==> src/galois_field_multiply_assert.svh <==
// ----------------------------------------------------------------------------
// Galois field multiplier assertion macros
// Shared forms for the concurrent checks of the multiplier. They expect clk
// and rst_n in the scope where they are used.
// ----------------------------------------------------------------------------
`ifndef GALOIS_FIELD_MULTIPLY_ASSERT_SVH
`define GALOIS_FIELD_MULTIPLY_ASSERT_SVH

// The consequent must hold in the same cycle as the antecedent.
`define GFM_ASSERT_SAME(label, ante, cons) \
    label: assert property (@(posedge clk) disable iff (!rst_n) (ante) |-> (cons)) \
        else $error("galois_field_multiply: same-cycle check failed");

// The consequent must hold in the cycle after the antecedent.
`define GFM_ASSERT_NEXT(label, ante, cons) \
    label: assert property (@(posedge clk) disable iff (!rst_n) (ante) |=> (cons)) \
        else $error("galois_field_multiply: next-cycle check failed");

`endif

==> src/gfm_pkg.sv <==
// ----------------------------------------------------------------------------
// Galois field multiplier package
// Widths, reset values, register indexes and shared types of the multiplier.
// ----------------------------------------------------------------------------
`default_nettype none

package gfm_pkg;

    localparam int OPERAND_W   = 8;
    localparam int POLY_W      = 15;
    localparam int MOD_W       = 9;
    localparam int DEG_W       = 4;
    localparam int CFG_DATA_W  = 9;
    localparam int CFG_INDEX_W = 1;

    localparam logic [MOD_W-1:0] MODULUS_RESET = 9'd283;
    localparam logic [DEG_W-1:0] DEGREE_RESET  = 4'd8;
    localparam logic [DEG_W-1:0] DEGREE_MIN    = 4'd1;
    localparam logic [DEG_W-1:0] DEGREE_MAX    = 4'd8;

    typedef enum logic [CFG_INDEX_W-1:0] {
        CFG_MODULUS      = 1'b0,
        CFG_FIELD_DEGREE = 1'b1
    } cfg_index_t;

    typedef logic [POLY_W-1:0] poly_t;

    // Modulus shifted so that its leading term sits at bit 8, with the degree.
    typedef struct packed {
        logic [MOD_W-1:0] mod_norm;
        logic [DEG_W-1:0] degree;
    } field_cfg_t;

endpackage

`default_nettype wire

==> src/gfm_in_if.sv <==
// ----------------------------------------------------------------------------
// Galois field multiplier operand channel
// Valid/ready channel that carries one pair of field elements per word.
// ----------------------------------------------------------------------------
`default_nettype none

interface gfm_in_if
    import gfm_pkg::*;
();

    logic                 valid;
    logic                 ready;
    logic [OPERAND_W-1:0] operand_a;
    logic [OPERAND_W-1:0] operand_b;

    modport source (output valid, output operand_a, output operand_b, input ready);
    modport sink   (input valid, input operand_a, input operand_b, output ready);

endinterface

`default_nettype wire

==> src/gfm_out_if.sv <==
// ----------------------------------------------------------------------------
// Galois field multiplier result channel
// Valid/ready channel that carries one reduced product and its error flag.
// ----------------------------------------------------------------------------
`default_nettype none

interface gfm_out_if
    import gfm_pkg::*;
();

    logic                 valid;
    logic                 ready;
    logic [OPERAND_W-1:0] product;
    logic                 bad_modulus;

    modport source (output valid, output product, output bad_modulus, input ready);
    modport sink   (input valid, input product, input bad_modulus, output ready);

endinterface

`default_nettype wire

==> src/gfm_reduce.sv <==
// ----------------------------------------------------------------------------
// Galois field multiplier reduction slice
// Clears polynomial bits HI down to LO that lie at or above the field degree
// by adding shifted copies of the normalized modulus.
// ----------------------------------------------------------------------------
`default_nettype none

module gfm_reduce
    import gfm_pkg::*;
#(
    parameter int HI = 14,
    parameter int LO = 8
) (
    input  field_cfg_t cfg,
    input  poly_t      poly_in,
    output poly_t      poly_out
);

    poly_t poly_work;

    always_comb
    begin
        poly_work = poly_in;
        for (int i = HI; i >= LO; i--)
        begin
            if ((DEG_W'(i) >= cfg.degree) && poly_work[i])
            begin
                if (i >= OPERAND_W)
                begin
                    poly_work = poly_work ^ (POLY_W'(cfg.mod_norm) << (i - OPERAND_W));
                end
                else
                begin
                    poly_work = poly_work ^ POLY_W'(cfg.mod_norm >> (OPERAND_W - i));
                end
            end
        end
    end

    assign poly_out = poly_work;

endmodule

`default_nettype wire

==> src/galois_field_multiply.sv <==
// ----------------------------------------------------------------------------
// Galois field multiplier
// Multiplies two bytes in GF(2^d) under a configurable modulus polynomial.
//
// Operand words arrive on a valid/ready channel and reduced products leave on
// another; both move a word at a rising edge where valid and ready are high.
// The modulus and field degree are set through a plain write port and must be
// written only while no word is in flight. A word passes three register
// stages: a carry-less multiply stage, a stage that clears product bits 14 to
// 8, and a stage that clears bits 7 to 1 and holds the result. It shows as a
// valid result once it reaches the result stage and can leave from there. One
// word enters and one leaves every cycle while the receiver takes them. When
// the receiver stalls, the stages fill up behind the result register and the
// operand channel drops ready once all three are occupied; nothing is lost or
// repeated. Reset empties the pipeline and selects the AES field, modulus
// 0x11B of degree 8. A modulus whose leading term is not at the configured
// degree, or a degree outside 1 to 8, gives a product of zero with
// bad_modulus set.
// ----------------------------------------------------------------------------
`default_nettype none

module galois_field_multiply
    import gfm_pkg::*;
(
    input  logic                   clk,
    input  logic                   rst_n,
    input  logic                   cfg_we,
    input  logic [CFG_INDEX_W-1:0] cfg_index,
    input  logic [CFG_DATA_W-1:0]  cfg_data,
    gfm_in_if.sink                 operands,
    gfm_out_if.source              result
);

    logic [MOD_W-1:0] modulus_reg;
    logic [DEG_W-1:0] field_degree_reg;

    logic       degree_ok;
    logic       lead_ok;
    logic       mod_ok;
    logic [2:0] norm_shift;
    field_cfg_t field_cfg;

    logic                 s1_valid_reg;
    poly_t                s1_poly_reg;
    logic                 s1_bad_reg;
    logic                 s2_valid_reg;
    poly_t                s2_poly_reg;
    logic                 s2_bad_reg;
    logic                 s3_valid_reg;
    logic [OPERAND_W-1:0] s3_product_reg;
    logic                 s3_bad_reg;

    poly_t                s1_poly_next;
    poly_t                s2_poly_next;
    poly_t                s3_poly_full;
    logic [OPERAND_W-1:0] s3_product_next;

    logic s1_ready;
    logic s2_ready;
    logic s3_ready;

    always_ff @(posedge clk or negedge rst_n)
    begin
        if (!rst_n)
        begin
            modulus_reg      <= MODULUS_RESET;
            field_degree_reg <= DEGREE_RESET;
        end
        else if (cfg_we)
        begin
            case (cfg_index_t'(cfg_index))
                CFG_MODULUS:      modulus_reg      <= cfg_data[MOD_W-1:0];
                CFG_FIELD_DEGREE: field_degree_reg <= cfg_data[DEG_W-1:0];
                default:          ;
            endcase
        end
    end

    assign degree_ok = field_degree_reg inside {[DEGREE_MIN:DEGREE_MAX]};
    assign lead_ok   = (modulus_reg >> field_degree_reg) == MOD_W'(1);
    assign mod_ok    = degree_ok && lead_ok;

    assign norm_shift         = 3'(DEG_W'(OPERAND_W) - field_degree_reg);
    assign field_cfg.mod_norm = modulus_reg << norm_shift;
    assign field_cfg.degree   = field_degree_reg;

    always_comb
    begin
        s1_poly_next = '0;
        for (int k = 0; k < OPERAND_W; k++)
        begin
            if (operands.operand_b[k])
            begin
                s1_poly_next = s1_poly_next ^ (POLY_W'(operands.operand_a) << k);
            end
        end
    end

    gfm_reduce #(
        .HI (POLY_W - 1),
        .LO (OPERAND_W)
    ) u_reduce_hi (
        .cfg      (field_cfg),
        .poly_in  (s1_poly_reg),
        .poly_out (s2_poly_next)
    );

    gfm_reduce #(
        .HI (OPERAND_W - 1),
        .LO (1)
    ) u_reduce_lo (
        .cfg      (field_cfg),
        .poly_in  (s2_poly_reg),
        .poly_out (s3_poly_full)
    );

    assign s3_product_next = s2_bad_reg ? '0 : s3_poly_full[OPERAND_W-1:0];

    assign s3_ready = !s3_valid_reg || result.ready;
    assign s2_ready = !s2_valid_reg || s3_ready;
    assign s1_ready = !s1_valid_reg || s2_ready;

    assign operands.ready = s1_ready;

    always_ff @(posedge clk or negedge rst_n)
    begin
        if (!rst_n)
        begin
            s1_valid_reg <= 1'b0;
            s2_valid_reg <= 1'b0;
            s3_valid_reg <= 1'b0;
        end
        else
        begin
            if (s1_ready)
            begin
                s1_valid_reg <= operands.valid;
            end
            if (s2_ready)
            begin
                s2_valid_reg <= s1_valid_reg;
            end
            if (s3_ready)
            begin
                s3_valid_reg <= s2_valid_reg;
            end
        end
    end

    always_ff @(posedge clk)
    begin
        if (s1_ready && operands.valid)
        begin
            s1_poly_reg <= s1_poly_next;
            s1_bad_reg  <= !mod_ok;
        end
        if (s2_ready && s1_valid_reg)
        begin
            s2_poly_reg <= s2_poly_next;
            s2_bad_reg  <= s1_bad_reg;
        end
        if (s3_ready && s2_valid_reg)
        begin
            s3_product_reg <= s3_product_next;
            s3_bad_reg     <= s2_bad_reg;
        end
    end

    assign result.valid       = s3_valid_reg;
    assign result.product     = s3_product_reg;
    assign result.bad_modulus = s3_bad_reg;

`include "galois_field_multiply_assert.svh"

    `GFM_ASSERT_SAME(a_bad_gives_zero, result.valid && result.bad_modulus, result.product == '0)
    `GFM_ASSERT_SAME(a_full_blocks_input,
        result.valid && !result.ready && s1_valid_reg && s2_valid_reg, !operands.ready)
    `GFM_ASSERT_NEXT(a_bad_flag_enters,
        operands.valid && operands.ready && !mod_ok, s1_valid_reg && s1_bad_reg)

endmodule

`default_nettype wire
==> src/flat_wrapper.sv <==
// flat-port wrapper written by rule: the top's interface ports become plain ports
module galois_field_multiply_flat import gfm_pkg::*;
  (clk, rst_n, cfg_we, cfg_index, cfg_data, operands_valid, operands_operand_a, operands_operand_b, operands_ready, result_valid, result_product, result_bad_modulus, result_ready);
  gfm_in_if operands_i ();
  gfm_out_if result_i ();
  input  logic clk;
  input  logic rst_n;
  input  logic cfg_we;
  input  logic [CFG_INDEX_W-1:0] cfg_index;
  input  logic [CFG_DATA_W-1:0] cfg_data;
  input wire logic [$bits(operands_i.valid)-1:0] operands_valid;
  input wire logic [$bits(operands_i.operand_a)-1:0] operands_operand_a;
  input wire logic [$bits(operands_i.operand_b)-1:0] operands_operand_b;
  output wire logic [$bits(operands_i.ready)-1:0] operands_ready;
  output wire logic [$bits(result_i.valid)-1:0] result_valid;
  output wire logic [$bits(result_i.product)-1:0] result_product;
  output wire logic [$bits(result_i.bad_modulus)-1:0] result_bad_modulus;
  input wire logic [$bits(result_i.ready)-1:0] result_ready;
  assign operands_i.valid = operands_valid;
  assign operands_i.operand_a = operands_operand_a;
  assign operands_i.operand_b = operands_operand_b;
  assign operands_ready = operands_i.ready;
  assign result_valid = result_i.valid;
  assign result_product = result_i.product;
  assign result_bad_modulus = result_i.bad_modulus;
  assign result_i.ready = result_ready;
  galois_field_multiply u_core (.clk(clk), .rst_n(rst_n), .cfg_we(cfg_we), .cfg_index(cfg_index), .cfg_data(cfg_data), .operands(operands_i), .result(result_i));
endmodule
==> config.mk <==
export PLATFORM = sky130hd
export DESIGN_NAME = galois_field_multiply_flat
export DESIGN_NICKNAME = d
export VERILOG_FILES = /design/src/gfm_pkg.sv /design/src/gfm_in_if.sv /design/src/gfm_out_if.sv /design/src/gfm_reduce.sv /design/src/galois_field_multiply.sv /design/src/flat_wrapper.sv
export VERILOG_INCLUDE_DIRS = /design/src /design/src/src
export SDC_FILE = /design/constraint.sdc
export NUM_CORES = 1
export LEC_CHECK = 0
export ABC_AREA = 1
export ABC_CLOCK_PERIOD_IN_PS = 4700
export BUFFER_PORTS_ARGS = -buffer_cell sky130_fd_sc_hd__buf_4
export CORE_ASPECT_RATIO = 1.1
export CORE_MARGIN = 8
export CORE_UTILIZATION = 30
export CTS_CLUSTER_DIAMETER = 150
export DETAILED_ROUTE_END_ITERATION = 8
export GPL_ROUTABILITY_DRIVEN = 0
export PLACE_DENSITY = 0.45
export SETUP_SLACK_MARGIN = 0.02
export SYNTH_ARGS = -nofsm -noshare
export SYNTH_HDL_FRONTEND = slang
export SYNTH_SLANG_ARGS = --single-unit
==> constraint.sdc <==
create_clock -name clk -period 4.7 [get_ports clk]
set_input_delay 0.47 -clock clk [delete_from_list [all_inputs] [get_ports clk]]
set_output_delay 0.47 -clock clk [all_outputs]
set_load 0.01 [all_outputs]
==> results of run 1 <==
## metrics by stage
step | setup WS, ns | utilization, %
finish | 0.520 | 34.1
floorplan | 1.28 | -
detailed placement | 0.376 | 33.2
global placement | 0.383 | 33.2
CTS | 0.357 | 34.0
global route | 0.124 | 34.1
## cell type report
class	instances	area [um2]	share of cell area (%)
sequential	50	1430	23.0
clock inverter	1	8.76	0.141
tap	243	304	4.88
multi-input combinational	700	3610	58.1
inverter	79	309	4.96
timing repair buffer	54	405	6.51
clock buffer	7	154	2.47
## cell families after synthesis
logic type,Yosys count,synth area share (%)
simple gates,582,47.9
buf+inv,113,9.09
xor+xnor,67,11.0
flops,50,25.8
compound gates,43,4.60
mux,4,0.812
fa+ha+maj,4,0.902
## worst max-delay path: cells and delay by family, from the launching register on
| kind | cells | cell delay [ns] |
|---|---|---|
| fa+ha+maj | 1 | 0.43 |
| buf+inv | 4 | 0.50 |
| flops | 1 | 0.51 |
| simple gates | 19 | 2.48 |
## power groups by stage
| stage | registers [W] | clock network, W | logic (W) |
|---|---|---|---|
| 2_1_floorplan | 0.000707 | 0 | 0.00224 |
| 5_1_grt | 0.000731 | 0.000435 | 0.00325 |
| 3_5_place_dp | 0.000728 | 0 | 0.00286 |
| 3_3_place_gp | 0.000730 | 0 | 0.00286 |
| 6_report | 0.000719 | 0.000406 | 0.00283 |
| 4_1_cts | 0.000721 | 0.000421 | 0.00286 |
## worst max path at each step
stage | slack, ns | end | cells after the start
2_1_floorplan | 1.28 | u_core.result.product[0]$_SDFFCE_PP0P_ | 29
3_3_place_gp | 0.38 | u_core.result.product[0]$_SDFFCE_PP0P_ | 29
3_5_place_dp | 0.38 | u_core.s2_poly_reg[3]$_DFFE_PP_ | 23
4_1_cts | 0.36 | u_core.s2_poly_reg[2]$_DFFE_PP_ | 23
5_1_grt | 0.12 | u_core.s2_poly_reg[2]$_DFFE_PP_ | 24
6_report | 0.52 | u_core.s2_poly_reg[2]$_DFFE_PP_ | 24
## layer usage
metal | part of all wire (%) | global-route usage [%] | wire length (um) | up-vias
met2 | 50 | 26.0 | 7920 | 56
met5 | 0 | 0 | 0 | -
met3 | 1.5 | 1.42 | 244 | 10
met4 | 1.4 | 4.02 | 222 | 0
met1 | 47 | 17.4 | 7540 | 2394
li1 | - | - | - | 2813
## cell usage in the layout, fill, tap and decap left out, types with 2 or more instances in the layout
| cell type | instances |
|---|---|
| o21ai_1 | 6 |
| nor2_4 | 5 |
| nand4_1 | 20 |
| nand2_1 | 374 |
| a21oi_1 | 4 |
| o21ai_0 | 21 |
| xor2_2 | 2 |
| buf_4 | 54 |
| nand3b_1 | 4 |
| nor2_1 | 23 |
| nand2_2 | 28 |
| nor2_2 | 6 |
| inv_4 | 3 |
| xor2_1 | 23 |
| ha_1 | 4 |
| nand2_4 | 3 |
| inv_1 | 61 |
| nand3_4 | 4 |
| o211ai_1 | 3 |
| a211oi_1 | 3 |
| clkbuf_16 | 6 |
| nand3_1 | 100 |
| edfxtp_1 | 34 |
| inv_2 | 13 |
| dfstp_2 | 6 |
| dfrtp_1 | 9 |
| xnor2_1 | 41 |
| nand3_2 | 11 |
| mux2_2 | 4 |
## timing repair
item / CTS / global route
endpoints found under the setup margin: 0 / 7
setup buffers: 0 / 0
resized for setup: 0 / 1
hold buffers: 0 / 0
==> results.json, run 1 <==
{
  "hp-class": "in -> async",
  "ys_async_sr_fraction_pct": 32.0,
  "synth_seq_cells": 50,
  "die-area_um2": 23100,
  "switchingPower_w": 0.00215,
  "hold_ws_ns": 0.00703,
  "vias_per_cell": 4.65,
  "skew_ns": 0.0135,
  "fmax_mhz": 239,
  "grt_pass1_wl_mm": 26.7,
  "grt_usage_pct": 14.2,
  "status": "completed",
  "cts.sinks": 50,
  "crit_fanout": 17,
  "pwr-share-clk_pct": 10.3,
  "postSynthCellCount": 863,
  "sw_frac_of_total_pct": 54.4,
  "drc": 0,
  "ios": 42,
  "num_vias": 5273,
  "yosys-top-cells-area": "nand2_1 25%, edfxtp_1 18%, nand3_1 9.0%",
  "setup_tns_ns": 0,
  "grt_pass1_vias": 5215,
  "hold_viol": 0,
  "area_delta_synth_final_pct": 12.2,
  "cts_buffers": 5,
  "worst_slew_pin_slew_ns": 1.02,
  "start_kind": "flip-flop",
  "yosys_warnings": 0,
  "synth_ff_type": "edfxtp_1",
  "setup_viol_count_final": 0,
  "die_y_um": 159,
  "nets": 925,
  "grt_overflow": 0,
  "syn_nets": 898,
  "ant_nets": 0,
  "cpMaxStageDelayCell": "dfrtp_2",
  "slowest_delay_ns": 0.51,
  "fillers": 2002,
  "synth_edf_count": 34,
  "p_per_area_nw_per_um2": 636,
  "endpoint_kind": "flip-flop",
  "crit_start": "u_core.field_degree_reg[0]$_DFFE_PN0P_",
  "drive_above_1_share_pct": 17.1,
  "max_cap_violations": 0,
  "port_buffers": 41,
  "crit_path_cell_trace": "inv_6 -> ha_1 -> inv_2 -> nand3_1 -> nand3_2 -> nand2_4 -> nand3_2 -> nand2_1 -> nor2_4 -> nand2_2 -> nand3_4 -> inv_4 -> nand3_2 -> nand4_1 -> nand2_2 -> nand2_2 -> nor2_4 -> nand2_2 -> nand3_4 -> inv_4 -> nand2_2 -> nand3_2 -> nand3_1 -> nand2_1",
  "dp.cells": 1126,
  "drv_slew": 0,
  "period_minus_slack_ns": 4.18,
  "fp.coreArea_um2": 18300,
  "post_drt_wl_per_cell_um": 14.0,
  "reg2reg_depth": 24,
  "pwr-share-seq_pct": 18.2,
  "largest_register_ffs": 15,
  "drt_iter0_drc": 250,
  "ctsHtreeMaxLevel": 2,
  "antenna_found_initial": 0,
  "diodes": 0,
  "synth_commonest_cells": "374 x nand2_1, 100 x nand3_1, 61 x inv_1",
  "yosysUniqueCellTypes": 44,
  "p_leak_nw": 3.06,
  "clock_path_buffers": 2,
  "clock_latency_ns": 0.31,
  "die_x_um": 146,
  "p_comb_share_pct": 71.6,
  "dpl.hpwl_mm": 12.7,
  "required_ns": 4.76,
  "arrival_ns": 4.24,
  "reg2reg_to": "u_core.s2_poly_reg[2]$_DFFE_PP_",
  "critPathKind": "reg -> reg",
  "crit_top_cell": "nand2_2",
  "ys_seq_area_share_pct": 25.8,
  "netlist_area_um2": 5550,
  "reg2reg_from": "u_core.field_degree_reg[0]$_DFFE_PN0P_",
  "post_dp_cell_area_um2": 6060,
  "post-route-period-util_pct": 88.9,
  "clk_pin_slew_ns": 0.08,
  "vdd_drop_max_uv": 224,
  "cts_tree": "yes",
  "cts-root-buf": "clkbuf_16",
  "dr.pass1.iters": 5,
  "rsz0062_at_grt": "no",
  "yosys.area.top_type_share_pct": 25.3,
  "post_synth.cell_area_avg_um2": 6.43,
  "p_total_w": 0.00396,
  "grt_max_degree": 19,
  "yosysMostFrequentCell": "nand2_1",
  "design_area_um2": 6230,
  "reg2reg_slack_ns": 0.52,
  "start_util_pct": 30.3,
  "final_cells": 1134,
  "routed_wl_mm": 15.9,
  "internal_power_w": 0.00181,
  "synth_area_leader_cell": "nand2_1",
  "relSlewSlack_pct": 31.9,
  "rows": 52
}
Note: power is estimated with default switching activity, not from simulation.
==> run 2: changes to the inputs <==
- ABC_CLOCK_PERIOD_IN_PS: 4700 -> 4000
- clock period: 4.7 -> 4 ns (I/O delays scaled with it)
==> run 2 against run 1 <==
Highest routed layer unchanged. Sequential share of layout area is 0.27 points lower. Cell area is 1.1% higher. Total power is 17% higher. Largest power group unchanged. Clock skew is 0.0011 ns lower. Flip-flop and latch count stayed put. Core utilization is 0.37 points higher. Non-clock buffer count is 10 higher.
==> results.json, run 2 (synthesis results as in run 1) <==
{
  "hold_depth": 3,
  "die_y_um": 159,
  "antenna_found_initial": 0,
  "dr.pass1.iters": 5,
  "relSlewSlack_pct": 36.2,
  "fmax_mhz": 269,
  "crit_path_cell_trace": "inv_6 -> ha_2 -> buf_4 -> nand3_1 -> nand3_2 -> nand2_4 -> buf_4 -> nand3_1 -> nand2_1 -> nand2_2 -> nand3_4 -> inv_4 -> nand3_2 -> nand4_1 -> nand2_2 -> nand2_2 -> nor2_4 -> nand2_2 -> nand3_4 -> inv_4 -> nand2_2 -> nand3_2 -> nand3_1 -> nand2_1",
  "required_ns": 4.05,
  "postCtsSetupRepairBufs": 0,
  "hp-class": "in -> reg",
  "post-route-period-util_pct": 93.1,
  "layout_common_cells": "373 x nand2_1, 100 x nand3_1, 62 x buf_4",
  "routed_wl_mm": 16.1,
  "vias_per_cell": 4.62,
  "grt_max_degree": 17,
  "cts.sinks": 50,
  "reg2reg_from": "u_core.field_degree_reg[0]$_DFFE_PN0P_",
  "max_cap_violations": 0,
  "sw_frac_of_total_pct": 54.4,
  "design_area_um2": 6290,
  "internal_power_w": 0.00212,
  "setup_slack_ns": 0.276,
  "p_comb_share_pct": 72.4,
  "dpl.hpwl_mm": 12.9,
  "path_delay_family": "simple AND/OR/NAND/NOR gates",
  "p_leak_nw": 3.10,
  "critPathKind": "reg -> reg",
  "num_vias": 5288,
  "ios": 42,
  "largest_register_ffs": 15,
  "path_buf_inv": 5,
  "hold_ws_ns": 0.314,
  "rows": 52,
  "reg2reg_depth": 24,
  "status": "completed",
  "min_to": "u_core.s1_valid_reg$_DFFE_PN0N_",
  "drive_above_1_share_pct": 18.0,
  "grt_overflow": 0,
  "fp.coreArea_um2": 18300,
  "clock_latency_ns": 0.30,
  "ctsHtreeMaxLevel": 2,
  "endpoint_kind": "flip-flop",
  "slowest_delay_ns": 0.42,
  "crit_top_cell": "nand2_2",
  "start_kind": "flip-flop",
  "hold_viol": 0,
  "pwr-share-seq_pct": 18.3,
  "nets": 935,
  "pwr-share-clk_pct": 9.3,
  "post_dp_cell_area_um2": 6130,
  "grt_usage_pct": 14.1,
  "drv_slew": 0,
  "arrival_ns": 3.78,
  "setup_viol_count_final": 0,
  "die-area_um2": 23100,
  "cts_buffers": 5,
  "pre_cts_slack_ns": 0.256,
  "p_per_area_nw_per_um2": 737,
  "cpMaxStageDelayCell": "dfrtp_1",
  "crit_start": "u_core.field_degree_reg[0]$_DFFE_PN0P_",
  "ant_nets": 0,
  "hp-start": "operands_valid",
  "grt_pass1_vias": 5080,
  "diodes": 0,
  "die_x_um": 146,
  "final_common_cell": "nand2_1",
  "clock_path_buffers": 2,
  "skew_ns": 0.0125,
  "drt_iter0_drc": 353,
  "drc": 0,
  "vdd_drop_max_uv": 281,
  "cts-root-buf": "clkbuf_16",
  "post_drt_wl_per_cell_um": 14.0,
  "cts_tree": "yes",
  "clk_pin_slew_ns": 0.07,
  "reg2reg_slack_ns": 0.28,
  "fillers": 2016,
  "area_delta_synth_final_pct": 13.4,
  "period_minus_slack_ns": 3.72,
  "crit_fanout": 14,
  "utilization_pct": 34.4,
  "reg2reg_to": "u_core.s2_poly_reg[3]$_DFFE_PP_",
  "grt_pass1_wl_mm": 26.2,
  "worst_slew_pin_slew_ns": 0.953,
  "start_util_pct": 30.3,
  "port_buffers": 41,
  "switchingPower_w": 0.00252,
  "rsz0062_at_grt": "yes"
}
[run 2: layout make-up]
| class | instances | area, um2 | share of cell area (%) |
|---|---|---|---|
| inverter | 79 | 312 | 4.95 |
| sequential | 50 | 1430 | 22.7 |
| tap | 243 | 304 | 4.83 |
| multi-input combinational | 700 | 3620 | 57.5 |
| clock buffer | 6 | 129 | 2.05 |
| timing repair buffer | 64 | 487 | 7.73 |
| clock inverter | 2 | 13.8 | 0.219 |
[run 2: power by group through the flow]
stage | registers [W] | clock network, W | logic [W]
5_1_grt | 0.000864 | 0.000468 | 0.00384
6_report | 0.000850 | 0.000431 | 0.00336
3_3_place_gp | 0.000863 | 0 | 0.00339
4_1_cts | 0.000853 | 0.000448 | 0.00338
3_5_place_dp | 0.000860 | 0 | 0.00338
2_1_floorplan | 0.000831 | 0 | 0.00263
[run 2: worst register-to-register path: stages, from the launching register on]
cell and delay [ns]:
dfrtp_1 0.42, inv_6 0.12, ha_2 0.30, buf_4 0.17
nand3_1 0.10, nand3_2 0.10, nand2_4 0.20, buf_4 0.23
nand3_1 0.09, nand2_1 0.07, nand2_2 0.07, nand3_4 0.12
inv_4 0.07, nand3_2 0.12, nand4_1 0.13, nand2_2 0.12
nand2_2 0.07, nor2_4 0.24, nand2_2 0.12, nand3_4 0.14
inv_4 0.08, nand2_2 0.11, nand3_2 0.13, nand3_1 0.10
nand2_1 0.06
[run 2: repair_timing]
action / in CTS / in global routing
gates resized for setup: 0 / 4
setup endpoints to repair: 0 / 9
endpoints found under the hold margin: 10 / 0
hold buffers: 1 / 0
[run 2: routing by layer]
| layer | track usage (%) | share of wire [%] | vias to the layer above |
|---|---|---|---|
| met4 | 4.07 | 1.7 | 0 |
| met1 | 17.4 | 46 | 2370 |
| li1 | - | - | 2821 |
| met3 | 1.99 | 2.9 | 16 |
| met2 | 25.2 | 50 | 81 |
| met5 | 0 | 0 | - |
[run 2: how the worst max path moves through the flow]
| stage | endpoint | cells past startpoint |
|---|---|---|
| after floorplan | u_core.result.product[0]$_SDFFCE_PP0P_ | 29 |
| after CTS | u_core.s2_poly_reg[3]$_DFFE_PP_ | 23 |
| final | u_core.s2_poly_reg[3]$_DFFE_PP_ | 24 |
| after detailed placement | u_core.s2_poly_reg[3]$_DFFE_PP_ | 23 |
| after global placement | u_core.s2_poly_reg[3]$_DFFE_PP_ | 27 |
| after global routing | u_core.result.product[0]$_SDFFCE_PP0P_ | 28 |
[run 2: through the flow]
stage / instances / setup TNS, ns / power, W
2_1_floorplan: 863 / 0 / 0.00346
3_3_place_gp: 1135 / 0 / 0.00426
3_5_place_dp: 1135 / 0 / 0.00424
4_1_cts: 1144 / 0 / 0.00468
5_1_grt: 1144 / -0.0145 / 0.00517
6_report: 1144 / 0 / 0.00464
==> run 3: changes to the inputs <==
- CORE_ASPECT_RATIO: 1.1 -> 1.75
- PLACE_DENSITY: 0.45 -> 0.44
- SYNTH_HIERARCHICAL: not set -> 1
==> run 3 against run 2 <==
First-iteration DRC count is 26% lower. Critical path depth is 3 higher. Clock skew is 0.0046 ns lower. Die area is 8.2% higher. Critical endpoint is now u_core/s2_poly_reg[4]$_DFFE_PP_. Core utilization is 2.9 points higher. Cell count is 9.1% higher. Largest cell class unchanged. Worst setup slack worse by 0.080 ns. Wire length is 14% higher.
==> results.json, run 3 <==
{
  "hold_viol": 0,
  "relSlewSlack_pct": 41.7,
  "clock_path_buffers": 2,
  "diodes": 0,
  "dpl.hpwl_mm": 14.9,
  "grt_overflow": 0,
  "layout_common_cells": "348 x nand2_1, 97 x inv_1, 93 x buf_4",
  "syn_nets": 956,
  "ant_nets": 0,
  "nets": 1035,
  "reg2reg_slack_ns": 0.20,
  "period_minus_slack_ns": 3.80,
  "grt_usage_pct": 14.9,
  "cts.sinks": 50,
  "clock_latency_ns": 0.31,
  "p_per_area_nw_per_um2": 790,
  "ios": 42,
  "antenna_found_initial": 0,
  "fmax_mhz": 263,
  "rows": 68,
  "path_buf_inv": 5,
  "hold_ws_ns": 0.312,
  "slowest_delay_ns": 0.39,
  "die-area_um2": 25000,
  "endpoint_kind": "flip-flop",
  "p_comb_share_pct": 77.4,
  "ctsHtreeMaxLevel": 2,
  "post-route-period-util_pct": 95.1,
  "max_cap_violations": 0,
  "largest_register_ffs": 15,
  "port_buffers": 41,
  "drc": 0,
  "dr.pass1.iters": 5,
  "setup_viol_count_final": 0,
  "start_kind": "flip-flop",
  "drv_slew": 0,
  "skew_ns": 0.00790,
  "post_drt_wl_per_cell_um": 14.7,
  "worst_slew_pin_slew_ns": 0.866,
  "dp.cells": 1209,
  "die_x_um": 123,
  "postSynthCellCount": 923,
  "critPathKind": "reg -> reg",
  "fillers": 2177,
  "p_total_w": 0.00581,
  "required_ns": 4.07,
  "pwr-share-seq_pct": 15.0,
  "drt_iter0_drc": 260,
  "grt_max_degree": 17,
  "rsz0062_at_grt": "yes",
  "start_util_pct": 30.5,
  "switchingPower_w": 0.00305,
  "netlist_area_um2": 6010,
  "internal_power_w": 0.00277,
  "clk_pin_slew_ns": 0.07,
  "fp.coreArea_um2": 19700,
  "status": "completed",
  "crit_fanout": 8,
  "yosys_warnings": 6,
  "cts-root-buf": "clkbuf_16",
  "cts_buffers": 5,
  "vdd_drop_max_uv": 321,
  "routed_wl_mm": 18.4,
  "utilization_pct": 37.3,
  "sw_frac_of_total_pct": 52.4,
  "vias_per_cell": 4.67,
  "final_common_cell": "nand2_1",
  "arrival_ns": 3.87,
  "die_y_um": 203,
  "num_vias": 5827,
  "path_delay_family": "simple AND/OR/NAND/NOR gates",
  "final_cells": 1248,
  "pwr-share-clk_pct": 7.6,
  "p_leak_nw": 3.71,
  "area_delta_synth_final_pct": 22.4,
  "crit_top_cell": "nand3_4",
  "grt_pass1_wl_mm": 29.3,
  "setup_tns_ns": 0,
  "cts_tree": "yes",
  "drive_above_1_share_pct": 26.0,
  "grt_pass1_vias": 5947,
  "hp-class": "in -> reg",
  "post_synth.cell_area_avg_um2": 6.51,
  "cpMaxStageDelayCell": "dfrtp_1"
}
-- run 3: path summary, 6_finish.rpt --
kind,start,end,cells past startpoint
setup / recovery,u_core/field_degree_reg[0]$_DFFE_PN0P_,u_core/s2_poly_reg[4]$_DFFE_PP_,27
hold / removal,operands_valid,u_core/s1_valid_reg$_DFFE_PN0N_,3
setup reg to reg,u_core/field_degree_reg[0]$_DFFE_PN0P_,u_core/s2_poly_reg[4]$_DFFE_PP_,27
hold reg to reg,u_core/s1_bad_reg$_DFFE_PP_,u_core/s2_bad_reg$_DFFE_PP_,0
max in group asynchronous,rst_n,u_core/modulus_reg[8]$_DFFE_PN1P_,2
min in group asynchronous,rst_n,u_core/modulus_reg[2]$_DFFE_PN0P_,2
-- run 3: power by group through the flow --
| stage | Sequential (W) | Clock [W] | Combinational (W) |
|---|---|---|---|
| global route | 0.000881 | 0.000474 | 0.00506 |
| CTS | 0.000870 | 0.000462 | 0.00393 |
| finish | 0.000869 | 0.000442 | 0.00450 |
| detailed placement | 0.000880 | 0 | 0.00391 |
| floorplan | 0.000866 | 0 | 0.00299 |
| global placement | 0.000878 | 0 | 0.00392 |
-- run 3: tightest hold or removal path: stages --
cell and delay, ns:
buf_4 0.08, nand2_1 0.06, nand2_1 0.05
-- run 3: per-layer routing --
layer / GRT usage, % / wire length [um] / share of wire (%)
met3: 1.22 / 253 / 1.4
met4: 6.92 / 743 / 4.0
met1: 13.0 / 6330 / 34
met5: 0 / 0 / 0
met2: 31.9 / 11000 / 60
-- run 3: through the flow --
stage	cell area (um2)	worst slack, ns
floorplan	6010	0.0369
global placement	6660	0.129
detailed placement	6660	0.117
CTS	6810	0.0959
global route	7360	-0.0195
finish	7360	0.196
-- run 3: what timing repair did --
| action | in CTS | in global routing |
|---|---|---|
| buffers inserted | 0 | 29 |
| hold endpoints to repair | 10 | 0 |
| resized for setup | 0 | 82 |
| hold buffers | 1 | 0 |
| setup endpoints to repair | 0 | 10 |
-- run 3: layout make-up --
| class | count | area [um2] | area share, % |
|---|---|---|---|
| Clock buffer | 5 | 125 | 1.70 |
| Tap cell | 245 | 307 | 4.16 |
| Clock inverter | 3 | 18.8 | 0.255 |
| Multi-Input combinational cell | 728 | 4190 | 56.9 |
| Sequential cell | 50 | 1430 | 19.4 |
| Timing Repair Buffer | 104 | 851 | 11.6 |
| Inverter | 113 | 443 | 6.02 |
